<file path="src/pcm_pkg.sv">
package pcm_pkg;

    localparam int LENGTH     = 16;
    localparam int COEF_BITS  = 16;
    localparam int PROD_BITS  = 40;
    localparam int DEG_BITS   = 5;
    localparam int PROD_COUNT = 2 * LENGTH - 1;
    localparam int CNT_BITS   = $clog2(LENGTH);
    localparam int STEP_BITS  = $clog2(PROD_COUNT);

    typedef logic signed [COEF_BITS-1:0] t_coef;
    typedef logic signed [PROD_BITS-1:0] t_prod;
    typedef logic        [DEG_BITS-1:0]  t_deg;

    // control broadcast to every cell
    typedef struct packed {
        logic load;
        logic step;
    } t_cell_ctl;

endpackage

</file>
<file path="src/pcm_cell.sv">
module pcm_cell (
    input  logic              i_clk,
    input  pcm_pkg::t_cell_ctl i_ctl,
    input  pcm_pkg::t_coef    i_a,
    input  pcm_pkg::t_coef    i_b,
    input  pcm_pkg::t_coef    i_x,
    input  pcm_pkg::t_prod    i_sum,
    output pcm_pkg::t_coef    o_a,
    output pcm_pkg::t_coef    o_b,
    output pcm_pkg::t_prod    o_sum,
    output pcm_pkg::t_prod    o_sum_next
);
    import pcm_pkg::*;

    t_coef r_a;
    t_coef r_b;
    t_prod r_sum;
    logic signed [2*COEF_BITS-1:0] w_mul;

    assign w_mul      = r_a * i_x;
    assign o_sum_next = PROD_BITS'(w_mul) + i_sum;
    assign o_a        = r_a;
    assign o_b        = r_b;
    assign o_sum      = r_sum;

    always_ff @(posedge i_clk) begin
        if (i_ctl.load) begin
            r_a <= i_a;
        end
        if (i_ctl.load || i_ctl.step) begin
            r_b <= i_b;
        end
        // partial sums start from zero for every new polynomial
        if (i_ctl.load) begin
            r_sum <= '0;
        end else if (i_ctl.step) begin
            r_sum <= o_sum_next;
        end
    end

endmodule

</file>
<file path="config.mk">
export PLATFORM = sky130hd
export DESIGN_NAME = pcm_cell
export DESIGN_NICKNAME = d
export VERILOG_FILES = /design/src/pcm_pkg.sv /design/src/pcm_cell.sv
export SDC_FILE = /design/constraint.sdc
export NUM_CORES = 1
export LEC_CHECK = 0
export ABC_AREA = 1
export BUFFER_PORTS_ARGS = -buffer_cell sky130_fd_sc_hd__buf_2
export CELL_PAD_IN_SITES_DETAIL_PLACEMENT = 1
export CELL_PAD_IN_SITES_GLOBAL_PLACEMENT = 2
export CORE_MARGIN = 2
export CORE_UTILIZATION = 39
export CTS_BUF_LIST = sky130_fd_sc_hd__clkbuf_16
export DETAILED_ROUTE_END_ITERATION = 8
export PLACE_DENSITY_LB_ADDON = 0.1
export SYNTH_ARGS = -nofsm -noshare
export SYNTH_HDL_FRONTEND = slang
export SYNTH_SLANG_ARGS = --single-unit
</file>
<file path="constraint.sdc">
create_clock -name i_clk -period 10.09 [get_ports i_clk]
set_input_delay 0.5045 -clock i_clk [delete_from_list [all_inputs] [get_ports i_clk]]
set_output_delay 0.5045 -clock i_clk [all_outputs]
set_load 0.01 [all_outputs]
</file>
==> summary.txt, run 1 <==
Worst setup path
  – Peak fanout along the critical path: 17
  – Worst setup path category: register to output pin
  – Crit. End Element: output pin
  – Arrival time at the worst endpoint: 7.41 ns
  – Required time of the worst setup path: 9.59 ns
  – Startpoint type of the worst setup path: register

Synth
  – Number of synthesized flops with an enable pin: 32
  – Fraction of the yosys area taken by sequential cells: 0.111
  – Flops & latches, synth: 72
  – Fraction of the mapped netlist area in compound gates: 0.0243
  – Combinational family with the most area after synthesis: adder cells
  – Average cell area after synthesis: 7.96 sq um
  – Total number of yosys warnings: 0
  – Post-synthesis cell type count: 36
  – Post-Synthesis Net Count: 2533
  – Adder-cell share of the synthesized area: 0.506
  – Netlist area before placement: 15900 sq um
  – Ys async rst share: 0
  – Post-synthesis simple-gate area fraction: 0.186
  – Gate count after technology mapping: 1997
  – Share of synthesized area spent on multiplexers: 0
  – Xor and xnor fraction of the mapped netlist area: 0.0135
  – Top FF cell, synth: sky130_fd_sc_hd__dfxtp_1

Floorplanning
  – Die height: 206 um
  – Top Ports: 203
  – Initial core utilization: 0.398
  – Overall die area: 42400 sq um
  – Die width: 206 um
  – Row count: 73
  – Area inside the core boundary: 40000 sq um

STA
  – Fmax: 126 MHz
  – Post-route clock skew: 0.0133 ns
  – Worst relative slew slack: 0.363
  – Fin crit period: 7.92 ns
  – Part of the cycle the worst path needs: 0.785
  – Transition time at the pin with the least slew margin: 0.956 ns
  – Setup violations, final: 0
  – Slew Limit Fails: 0
  – Final Hold Viols: 0
  – Setup TNS after final layout: 0 ns
  – Setup repair after global routing missed its margin: false

Route
  – First-iteration detailed-routing DRC count: 499
  – Via count: 12400
  – Total DRC errors in the routed layout: 0
  – Final ANT Viol Nets: 0
  – Drt via density: 4.62
  – Detailed-routing iteration count for the pre-antenna-repair pass: 5
  – DR WL/cell: 18.0 um
  – Final wirelength: 48200 um

CTS
  – Resize count post-CTS: 0
  – Worst-path clk slew: 0.07 ns
  – Clk sink count: 72
  – TritonCTS clock tree: yes
  – Inserted Clock Buffers: 9
  – H-tree Lvls: 3
  – Buffers inserted during post-CTS setup optimization: 0
  – CTS Root Cell: sky130_fd_sc_hd__clkbuf_16
  – Clock latency reported for the late side of the worst-skew pair: 0.35 ns
  – Number of buffers on the longest clock path: 2
  – Number of buffers inserted by hold repair at cts: 0

Placed design
  – Final GP Congestion: 0.888
  – Placed Instance Area: 17400 sq um
  – Number of buffers added on ports: 202
  – Final HPWL DP: 42400 um

Cells and area
  – Antenna diode instance count: 0
  – Syn-to-layout area delta: 11.3%
  – Nets: 2688
  – Final design instance area without fill: 17700 sq um
  – Layout cell share with drive strength beyond 1: 0.137

GRT
  – Largest net degree at the start of global routing: 42
  – First-pass GRT wire length: 78000 um
  – Number of antenna violations at the first check in global routing: 0
  – All-Layer GR Usage: 0.242
  – Global-route congestion overflow total: 0
  – Via count of the first global-routing pass: 14200

Status
  – Result of the run: completed

Flow run
  – Max capacitance violation total: 0

Worst hold path
  – Classification of the worst-slack hold path: input pin to register
layer usage:
| layer | vias to the layer above | global-route usage | share of wire |
|---|---|---|---|
| met3 | 36 | 0.0191 | 0.022 |
| met4 | 0 | 0.0421 | 0.015 |
| met5 | - | 0 | 0 |
| li1 | 5940 | - | - |
| met2 | 161 | 0.445 | 0.53 |
| met1 | 6256 | 0.314 | 0.44 |
final timing paths:
check                           end              startpoint  slack (ns)  cells past startpoint
min reg2reg  o_sum[20]$_SDFFE_PP0P_  o_sum[20]$_SDFFE_PP0P_        0.45                      2
max reg2reg  o_sum[38]$_SDFFE_PP0P_       o_a[15]$_DFFE_PP_        3.00                     24
max                  o_sum_next[38]       o_a[15]$_DFFE_PP_        2.17                     24
min                o_a[8]$_DFFE_PP_                  i_a[8]        0.32                      1
registers in the layout, summed over array words and instances (netlist names):
name   cells
o_a       16
o_b       16
o_sum     40
cells by family (layout without fill, tap and decap cells):
group,after synthesis,in the layout
and+or+nand+nor,716,716
buffers and inverters,675,835
adders and majority gates,445,445
DFF,72,72
AOI/OAI and AO/OA,68,68
xor gates and xnor gates,21,21
through the flow:
step / setup slack, ns / cells / util / hold WS [ns]
floorplan: 3.54 / 1997 / - / 0.476
global placement: 2.77 / 2666 / 0.435 / 0.436
detailed placement: 2.50 / 2666 / 0.435 / 0.434
CTS: 2.15 / 2682 / 0.442 / 0.307
global route: 1.74 / 2682 / 0.442 / 0.313
finish: 2.17 / 2682 / 0.442 / 0.325
placed cells by master, fill, tap and decap left out, types with 3 or more instances in the layout:
cell type                   count
sky130_fd_sc_hd__inv_1        585
sky130_fd_sc_hd__nand2_1      525
sky130_fd_sc_hd__fa_1         330
sky130_fd_sc_hd__buf_2        202
sky130_fd_sc_hd__ha_1         115
sky130_fd_sc_hd__nor2_1        77
sky130_fd_sc_hd__nand3_1       43
sky130_fd_sc_hd__dfxtp_1       40
sky130_fd_sc_hd__a21oi_1       32
sky130_fd_sc_hd__edfxtp_1      32
sky130_fd_sc_hd__inv_2         22
sky130_fd_sc_hd__nor2_2        15
sky130_fd_sc_hd__o21ai_0       14
sky130_fd_sc_hd__and2_1        14
sky130_fd_sc_hd__nand2_2       10
sky130_fd_sc_hd__buf_4         10
sky130_fd_sc_hd__xnor2_1        9
sky130_fd_sc_hd__clkbuf_16      9
sky130_fd_sc_hd__xor2_1         8
sky130_fd_sc_hd__o21ai_1        7
sky130_fd_sc_hd__nand4_1        6
sky130_fd_sc_hd__o21bai_1       6
sky130_fd_sc_hd__nand3b_1       5
sky130_fd_sc_hd__nand3_2        5
sky130_fd_sc_hd__nor3_1         5
sky130_fd_sc_hd__a22o_1         5
sky130_fd_sc_hd__xor2_2         4
sky130_fd_sc_hd__nor3_2         3
worst max-delay path, cell delays in order (launching register included):
cell	delay, ns
sky130_fd_sc_hd__edfxtp_1	0.64
sky130_fd_sc_hd__nand2_1	0.27
sky130_fd_sc_hd__inv_1	0.09
sky130_fd_sc_hd__fa_1	0.73
sky130_fd_sc_hd__inv_1	0.11
sky130_fd_sc_hd__fa_1	0.67
sky130_fd_sc_hd__inv_1	0.25
sky130_fd_sc_hd__fa_1	0.60
sky130_fd_sc_hd__inv_1	0.15
sky130_fd_sc_hd__fa_1	0.76
sky130_fd_sc_hd__inv_1	0.14
sky130_fd_sc_hd__fa_1	0.50
sky130_fd_sc_hd__inv_1	0.05
sky130_fd_sc_hd__fa_1	0.47
sky130_fd_sc_hd__inv_1	0.05
sky130_fd_sc_hd__ha_1	0.37
sky130_fd_sc_hd__nand2_1	0.13
sky130_fd_sc_hd__nor3_1	0.24
sky130_fd_sc_hd__nand2_1	0.11
sky130_fd_sc_hd__nor2_1	0.15
sky130_fd_sc_hd__nand3_1	0.13
sky130_fd_sc_hd__nand3_1	0.11
sky130_fd_sc_hd__nand2_1	0.06
sky130_fd_sc_hd__and2_1	0.14
sky130_fd_sc_hd__buf_2	0.13
synth_stat cells, types with 10 or more instances:
master | instances | area share
sky130_fd_sc_hd__a21oi_1 | 32 | 0.010
sky130_fd_sc_hd__and2_1 | 14 | 0.0055
sky130_fd_sc_hd__clkbuf_1 | 64 | 0.015
sky130_fd_sc_hd__dfxtp_1 | 40 | 0.050
sky130_fd_sc_hd__edfxtp_1 | 32 | 0.060
sky130_fd_sc_hd__fa_1 | 330 | 0.42
sky130_fd_sc_hd__ha_1 | 115 | 0.090
sky130_fd_sc_hd__inv_1 | 585 | 0.14
sky130_fd_sc_hd__inv_2 | 22 | 0.0052
sky130_fd_sc_hd__nand2_1 | 525 | 0.12
sky130_fd_sc_hd__nand2_2 | 10 | 0.0039
sky130_fd_sc_hd__nand3_1 | 43 | 0.014
sky130_fd_sc_hd__nor2_1 | 79 | 0.019
sky130_fd_sc_hd__nor2_2 | 13 | 0.0051
sky130_fd_sc_hd__o21ai_0 | 14 | 0.0044
area by class of cell:
type                            instances  area, sq um
Clock buffer                            9          225
Clock inverter                          7         80.1
Fill cell                            5039        22300
Inverter                              607         2280
Multi-Input combinational cell       1250        11600
Sequential cell                        72         1760
Tap cell                              525          657
Timing Repair Buffer                  212         1090
Power of run 1 is not shown: default switching activity piles up to over one toggle a cycle in this logic, so the estimate is an artifact.
==> run 2: changes to the inputs <==
- ABC_AREA: 1 -> 0
- CORE_UTILIZATION: 39 -> 34
- clock period: 10.09 -> 6.7 ns (I/O delays scaled with it)
==> summary.txt, run 2 <==
Worst setup path
  – Peak fanout along the critical path: 5
  – Worst R2R Setup Slack: 0.16 ns
  – Reg2Reg Depth: 26
  – Crit. End Element: output pin
  – Arrival time at the worst endpoint: 6.62 ns
  – Ordered list of cells on the worst path: buf_12 -> buf_4 -> and2_1 -> fa_1 -> fa_1 -> fa_1 -> fa_1 -> fa_1 -> inv_1 -> fa_1 -> inv_1 -> ha_4 -> nand3_2 -> nor2_4 -> nand2_1 -> o211ai_1 -> a31oi_1 -> buf_4 -> o41ai_4 -> buf_4 -> a21oi_4 -> xnor2_1 -> buf_2
  – Worst path slowest cell: sky130_fd_sc_hd__fa_1
  – Required time of the worst setup path: 6.36 ns
  – Startpoint of the most critical register-to-register path: o_a[5]$_DFFE_PP_
  – CP delay by family, top: adder cells
  – Dominant cell type by count on the critical path: sky130_fd_sc_hd__fa_1
  – Worst stage delay on the critical path: 0.57 ns
  – Critical path buffers and inverters: 7
  – Startpoint type of the worst setup path: register
  – Worst r2r dst: o_sum[36]$_SDFFE_PP0P_
  – Worst setup path category: register to output pin

Worst hold path
  – Startpoint of the worst hold path: i_b[10]
  – Hold worst-path end: o_b[10]$_DFFE_PP_
  – Hold Crit Depth: 1
  – Classification of the worst-slack hold path: input pin to register

Placed design
  – Number of buffers added on ports: 202
  – Post-place setup slack: -0.119 ns
  – Final GP Congestion: 0.836
  – Final HPWL DP: 41100 um

CTS
  – Number of buffers on the longest clock path: 2
  – H-tree Lvls: 3
  – Clock latency reported for the late side of the worst-skew pair: 0.35 ns
  – Clk sink count: 72
  – CTS Root Cell: sky130_fd_sc_hd__clkbuf_16
  – Worst-path clk slew: 0.07 ns
  – Inserted Clock Buffers: 9
  – TritonCTS clock tree: yes

Synth
  – Ys async rst share: 0
  – Netlist area before placement: 15000 sq um
  – Area fraction of the dominant cell type after synthesis: 0.440
  – Gate count after technology mapping: 1567
  – Total number of yosys warnings: 0
  – Number of synthesized flops with an enable pin: 32
  – Post-synthesis cell type count: 57
  – Fraction of the yosys area taken by sequential cells: 0.117
  – Cell types with the largest area share after synthesis: sky130_fd_sc_hd__fa_1, sky130_fd_sc_hd__ha_1, sky130_fd_sc_hd__inv_1
  – Synth top cells by count: sky130_fd_sc_hd__inv_1, sky130_fd_sc_hd__fa_1, sky130_fd_sc_hd__nand2_1, sky130_fd_sc_hd__ha_1, sky130_fd_sc_hd__and2_1
  – Average cell area after synthesis: 9.59 sq um
  – Flops & latches, synth: 72
  – Post-Synthesis Net Count: 2103
  – Library cell with the largest summed area after synthesis: sky130_fd_sc_hd__fa_1
  – Top FF cell, synth: sky130_fd_sc_hd__dfxtp_1
  – Most frequently used cell type in the post-synthesis netlist: sky130_fd_sc_hd__inv_1

STA
  – Setup repair after global routing missed its margin: true
  – Part of the cycle the worst path needs: 1.04
  – Fin crit period: 6.95 ns
  – Worst relative slew slack: 0.458
  – Slew Limit Fails: 0
  – Final Hold Viols: 0
  – Worst hold slack after final layout: 0.154 ns
  – Post-route clock skew: 0.00654 ns
  – Fmax: 144 MHz
  – Post-route worst setup slack: -0.255 ns
  – Transition time at the pin with the least slew margin: 0.813 ns
  – Setup violations, final: 8

Route
  – First-iteration detailed-routing DRC count: 304
  – Detailed-routing iteration count for the pre-antenna-repair pass: 4
  – Final ANT Viol Nets: 0
  – Final wirelength: 47400 um
  – Drt via density: 4.58
  – Via count: 11700
  – DR WL/cell: 18.6 um
  – Total DRC errors in the routed layout: 0

GRT
  – First-pass GRT wire length: 75600 um
  – Met2 usage: 0.390
  – Global-route met3 utilization: 0.0204
  – Via count of the first global-routing pass: 13300
  – Global-route congestion overflow total: 0
  – All-Layer GR Usage: 0.212
  – Met1 routing resource usage after global routing: 0.273
  – Number of antenna violations at the first check in global routing: 1
  – Most used routing layer: met2
  – Largest net degree at the start of global routing: 65

Floorplanning
  – Die width: 214 um
  – Area inside the core boundary: 43900 sq um
  – Initial core utilization: 0.342
  – Overall die area: 45900 sq um
  – Die height: 214 um
  – Row count: 77
  – Top Ports: 203

Flow run
  – Max capacitance violation total: 0

Status
  – Result of the run: finished with violations
  – Failing checks: setup timing

Cells and area
  – Antenna diode instance count: 0
  – Syn-to-layout area delta: 31.3%
  – Flip-flop count of the largest register, all copies and words added: 40
  – Final cell utilization of the core: 0.449
  – Nets: 2490
  – Commonest cells after routing, fill and taps aside: sky130_fd_sc_hd__inv_1, sky130_fd_sc_hd__fa_1, sky130_fd_sc_hd__buf_2, sky130_fd_sc_hd__buf_4, sky130_fd_sc_hd__nand2_1
  – Layout cell share with drive strength beyond 1: 0.306
  – Most common cell after layout, fill and taps aside: sky130_fd_sc_hd__inv_1
run 2: cell types whose count changed after synthesis, moves of 12 or more:
cell,change
sky130_fd_sc_hd__nand2_1,-362
sky130_fd_sc_hd__inv_1,-202
sky130_fd_sc_hd__and2_1,+100
sky130_fd_sc_hd__nand3_1,-33
sky130_fd_sc_hd__xnor2_1,+27
sky130_fd_sc_hd__mux2i_1,+23
sky130_fd_sc_hd__inv_2,-22
sky130_fd_sc_hd__nor2_1,-16
sky130_fd_sc_hd__a21oi_1,+14
sky130_fd_sc_hd__nor2_2,-13
sky130_fd_sc_hd__clkbuf_1,-12
run 2: cell families after synthesis:
group / after synthesis / synth area share
xor+xnor: 43 / 0.0251
buf+inv: 439 / 0.110
fa+ha+maj: 445 / 0.536
mux: 23 / 0.0153
compound gates: 141 / 0.0652
simple gates: 404 / 0.132
flops: 72 / 0.117
run 2: repair_timing:
item / CTS / global route
pin swaps: 42 / 44
setup endpoints to repair: 20 / 24
gates resized for setup: 92 / 103
buffers inserted: 39 / 14
cloned: 0 / 1
hold buffers: 0 / 0
run 2: worst max-delay path by stage:
stage | from | endpoint | depth (start not counted)
final | o_a[5]$_DFFE_PP_ | o_sum_next[32] | 23
after global routing | o_a[12]$_DFFE_PP_ | o_sum_next[32] | 24
after CTS | o_a[3]$_DFFE_PP_ | o_sum_next[36] | 23
after detailed placement | i_x[1] | o_sum_next[36] | 27
after global placement | i_x[1] | o_sum_next[36] | 27
after floorplan | o_a[15]$_DFFE_PP_ | o_sum_next[35] | 20
run 2: area by class of cell:
cell class,instances,area (sq um)
clock buffers,10,250
fillers,5069,24200
multi-input cells,1056,12400
clock inverters,6,55.1
flip-flops and latches,72,1760
inverters,383,1440
well taps,592,741
repair buffers,432,3070
run 2: stage by stage:
stage | setup TNS [ns] | cell area, sq um | std cells
6_report | -1.23 | 19700 | 2551
3_5_place_dp | -0.145 | 18000 | 2484
3_3_place_gp | -0.133 | 18000 | 2484
5_1_grt | -4.38 | 19700 | 2551
2_1_floorplan | 0 | 15000 | 1567
4_1_cts | -1.06 | 19100 | 2538
run 2: routing by layer:
layer,part of all wire,up-vias
met5,0,-
met3,0.025,46
met4,0.020,0
met1,0.42,6005
met2,0.53,153
li1,-,5489
Power of run 2 is left out for the same reason.
==> run 3: changes to the inputs <==
- CORE_UTILIZATION: 34 -> 25
==> summary.txt, run 3 (synthesized netlist as in run 2, its figures left out) <==
Status
  – Result of the run: finished with violations
  – Failing checks: setup timing

CTS
  – Inserted Clock Buffers: 9
  – Clock latency reported for the late side of the worst-skew pair: 0.37 ns
  – CTS Root Cell: sky130_fd_sc_hd__clkbuf_16
  – TritonCTS clock tree: yes
  – H-tree Lvls: 3
  – Clk sink count: 72
  – Worst-path clk slew: 0.07 ns
  – Number of buffers on the longest clock path: 2

Cells and area
  – Syn-to-layout area delta: 35.4%
  – Nets: 2517
  – Layout cell share with drive strength beyond 1: 0.325
  – Commonest cells after routing, fill and taps aside: sky130_fd_sc_hd__inv_1, sky130_fd_sc_hd__fa_1, sky130_fd_sc_hd__buf_4, sky130_fd_sc_hd__buf_2, sky130_fd_sc_hd__nand2_1
  – Footprint of the multi-input gates: 12500 sq um
  – Antenna diode instance count: 0
  – Sequential cell area: 1760 sq um
  – Flip-flop count of the largest register, all copies and words added: 40
  – Most common cell after layout, fill and taps aside: sky130_fd_sc_hd__inv_1
  – # fillers: 6791

Worst hold path
  – Classification of the worst-slack hold path: input pin to register

Route
  – Via count: 11800
  – Detailed-routing iteration count for the pre-antenna-repair pass: 4
  – Final wirelength: 51700 um
  – DR WL/cell: 18.7 um
  – First-iteration detailed-routing DRC count: 282
  – Final ANT Viol Nets: 0
  – Total DRC errors in the routed layout: 0
  – Drt via density: 4.28

STA
  – Final Hold Viols: 0
  – Slew Limit Fails: 0
  – Part of the cycle the worst path needs: 1.03
  – Post-route worst setup slack: -0.201 ns
  – Setup violations, final: 8
  – Worst hold slack after final layout: 0.141 ns
  – Fmax: 145 MHz
  – Fin crit period: 6.90 ns
  – Setup repair after global routing missed its margin: true
  – Worst relative slew slack: 0.426
  – Post-route clock skew: 0.0124 ns
  – Transition time at the pin with the least slew margin: 0.861 ns

Placed design
  – Number of buffers added on ports: 202
  – Post-place setup slack: -0.308 ns
  – Final HPWL DP: 45300 um
  – Final GP Congestion: 0.832

Floorplanning
  – Area inside the core boundary: 59200 sq um
  – Die height: 249 um
  – Die width: 249 um
  – Initial core utilization: 0.254
  – Row count: 89
  – Overall die area: 62100 sq um
  – Top Ports: 203

Worst setup path
  – Worst setup path category: register to output pin
  – Startpoint type of the worst setup path: register
  – Peak fanout along the critical path: 5
  – Arrival time at the worst endpoint: 6.57 ns
  – Crit. End Element: output pin
  – Worst stage delay on the critical path: 0.61 ns
  – Worst path slowest cell: sky130_fd_sc_hd__fa_2
  – Required time of the worst setup path: 6.36 ns
  – Ordered list of cells on the worst path: and2_4 -> fa_2 -> inv_2 -> fa_2 -> inv_4 -> buf_6 -> fa_2 -> buf_4 -> buf_4 -> fa_1 -> fa_1 -> fa_1 -> ha_4 -> a21o_1 -> a21o_1 -> or4_4 -> nor2b_4 -> a21oi_4 -> xnor2_2 -> buf_2

Flow run
  – Max capacitance violation total: 0

GRT
  – Via count of the first global-routing pass: 13500
  – First-pass GRT wire length: 80500 um
  – All-Layer GR Usage: 0.170
  – Number of antenna violations at the first check in global routing: 0
  – Global-route congestion overflow total: 0
  – Largest net degree at the start of global routing: 65
[run 3: through the flow]
step                      instances   util  TNS [ns]  area, sq um
after global routing           2759  0.343     -4.39        20300
after global placement         2687  0.312     -1.05        18500
final                          2759  0.343    -0.975        20300
after floorplan                1567      -         0        15000
after detailed placement       2687  0.312     -1.14        18500
after CTS                      2731  0.331     -1.95        19600
[run 3: final timing paths]
| path | startpoint | endpoint | slack (ns) | cells after the start |
|---|---|---|---|---|
| worst min-delay path | i_b[14] | o_b[14]$_DFFE_PP_ | 0.14 | 1 |
| worst min register to register | o_sum[4]$_SDFFE_PP0P_ | o_sum[4]$_SDFFE_PP0P_ | 0.48 | 2 |
| worst max register to register | o_a[15]$_DFFE_PP_ | o_sum[39]$_SDFFE_PP0P_ | 0.27 | 20 |
| worst max-delay path | o_a[15]$_DFFE_PP_ | o_sum_next[35] | -0.20 | 20 |
[run 3: area by class of cell]
type / count / area share
timing repair buffer: 459 / 0.161
inverter: 383 / 0.0711
tap: 773 / 0.0476
multi-input combinational: 1056 / 0.617
clock buffer: 9 / 0.0111
clock inverter: 7 / 0.00535
sequential: 72 / 0.0866
[run 3: critical path: cells and delay by family, from the launching register on]
kind | cells | cell delay (ns)
XOR/XNOR | 1 | 0.13
buffers and inverters | 6 | 0.68
adder cells (fa/ha/maj) | 7 | 3.43
flip-flops | 1 | 0.52
AO/OA/AOI/OAI | 3 | 0.54
AND/OR/NAND/NOR | 3 | 0.91
[run 3: layer usage]
| metal | GRT usage | routed length (um) | vias up |
|---|---|---|---|
| met1 | 0.212 | 22000 | 6091 |
| li1 | - | - | 5540 |
| met5 | 0 | 0 | - |
| met2 | 0.313 | 27500 | 141 |
| met3 | 0.0235 | 1370 | 28 |
| met4 | 0.0291 | 701 | 0 |
[run 3: what timing repair did]
| item | in CTS | in global routing |
|---|---|---|
| hold buffers | 0 | 0 |
| setup endpoints to repair | 23 | 24 |
| cloned | 0 | 1 |
| setup buffers | 30 | 27 |
| pin swaps | 62 | 69 |
| resized for setup | 124 | 108 |
Power of run 3 is left out for the same reason.
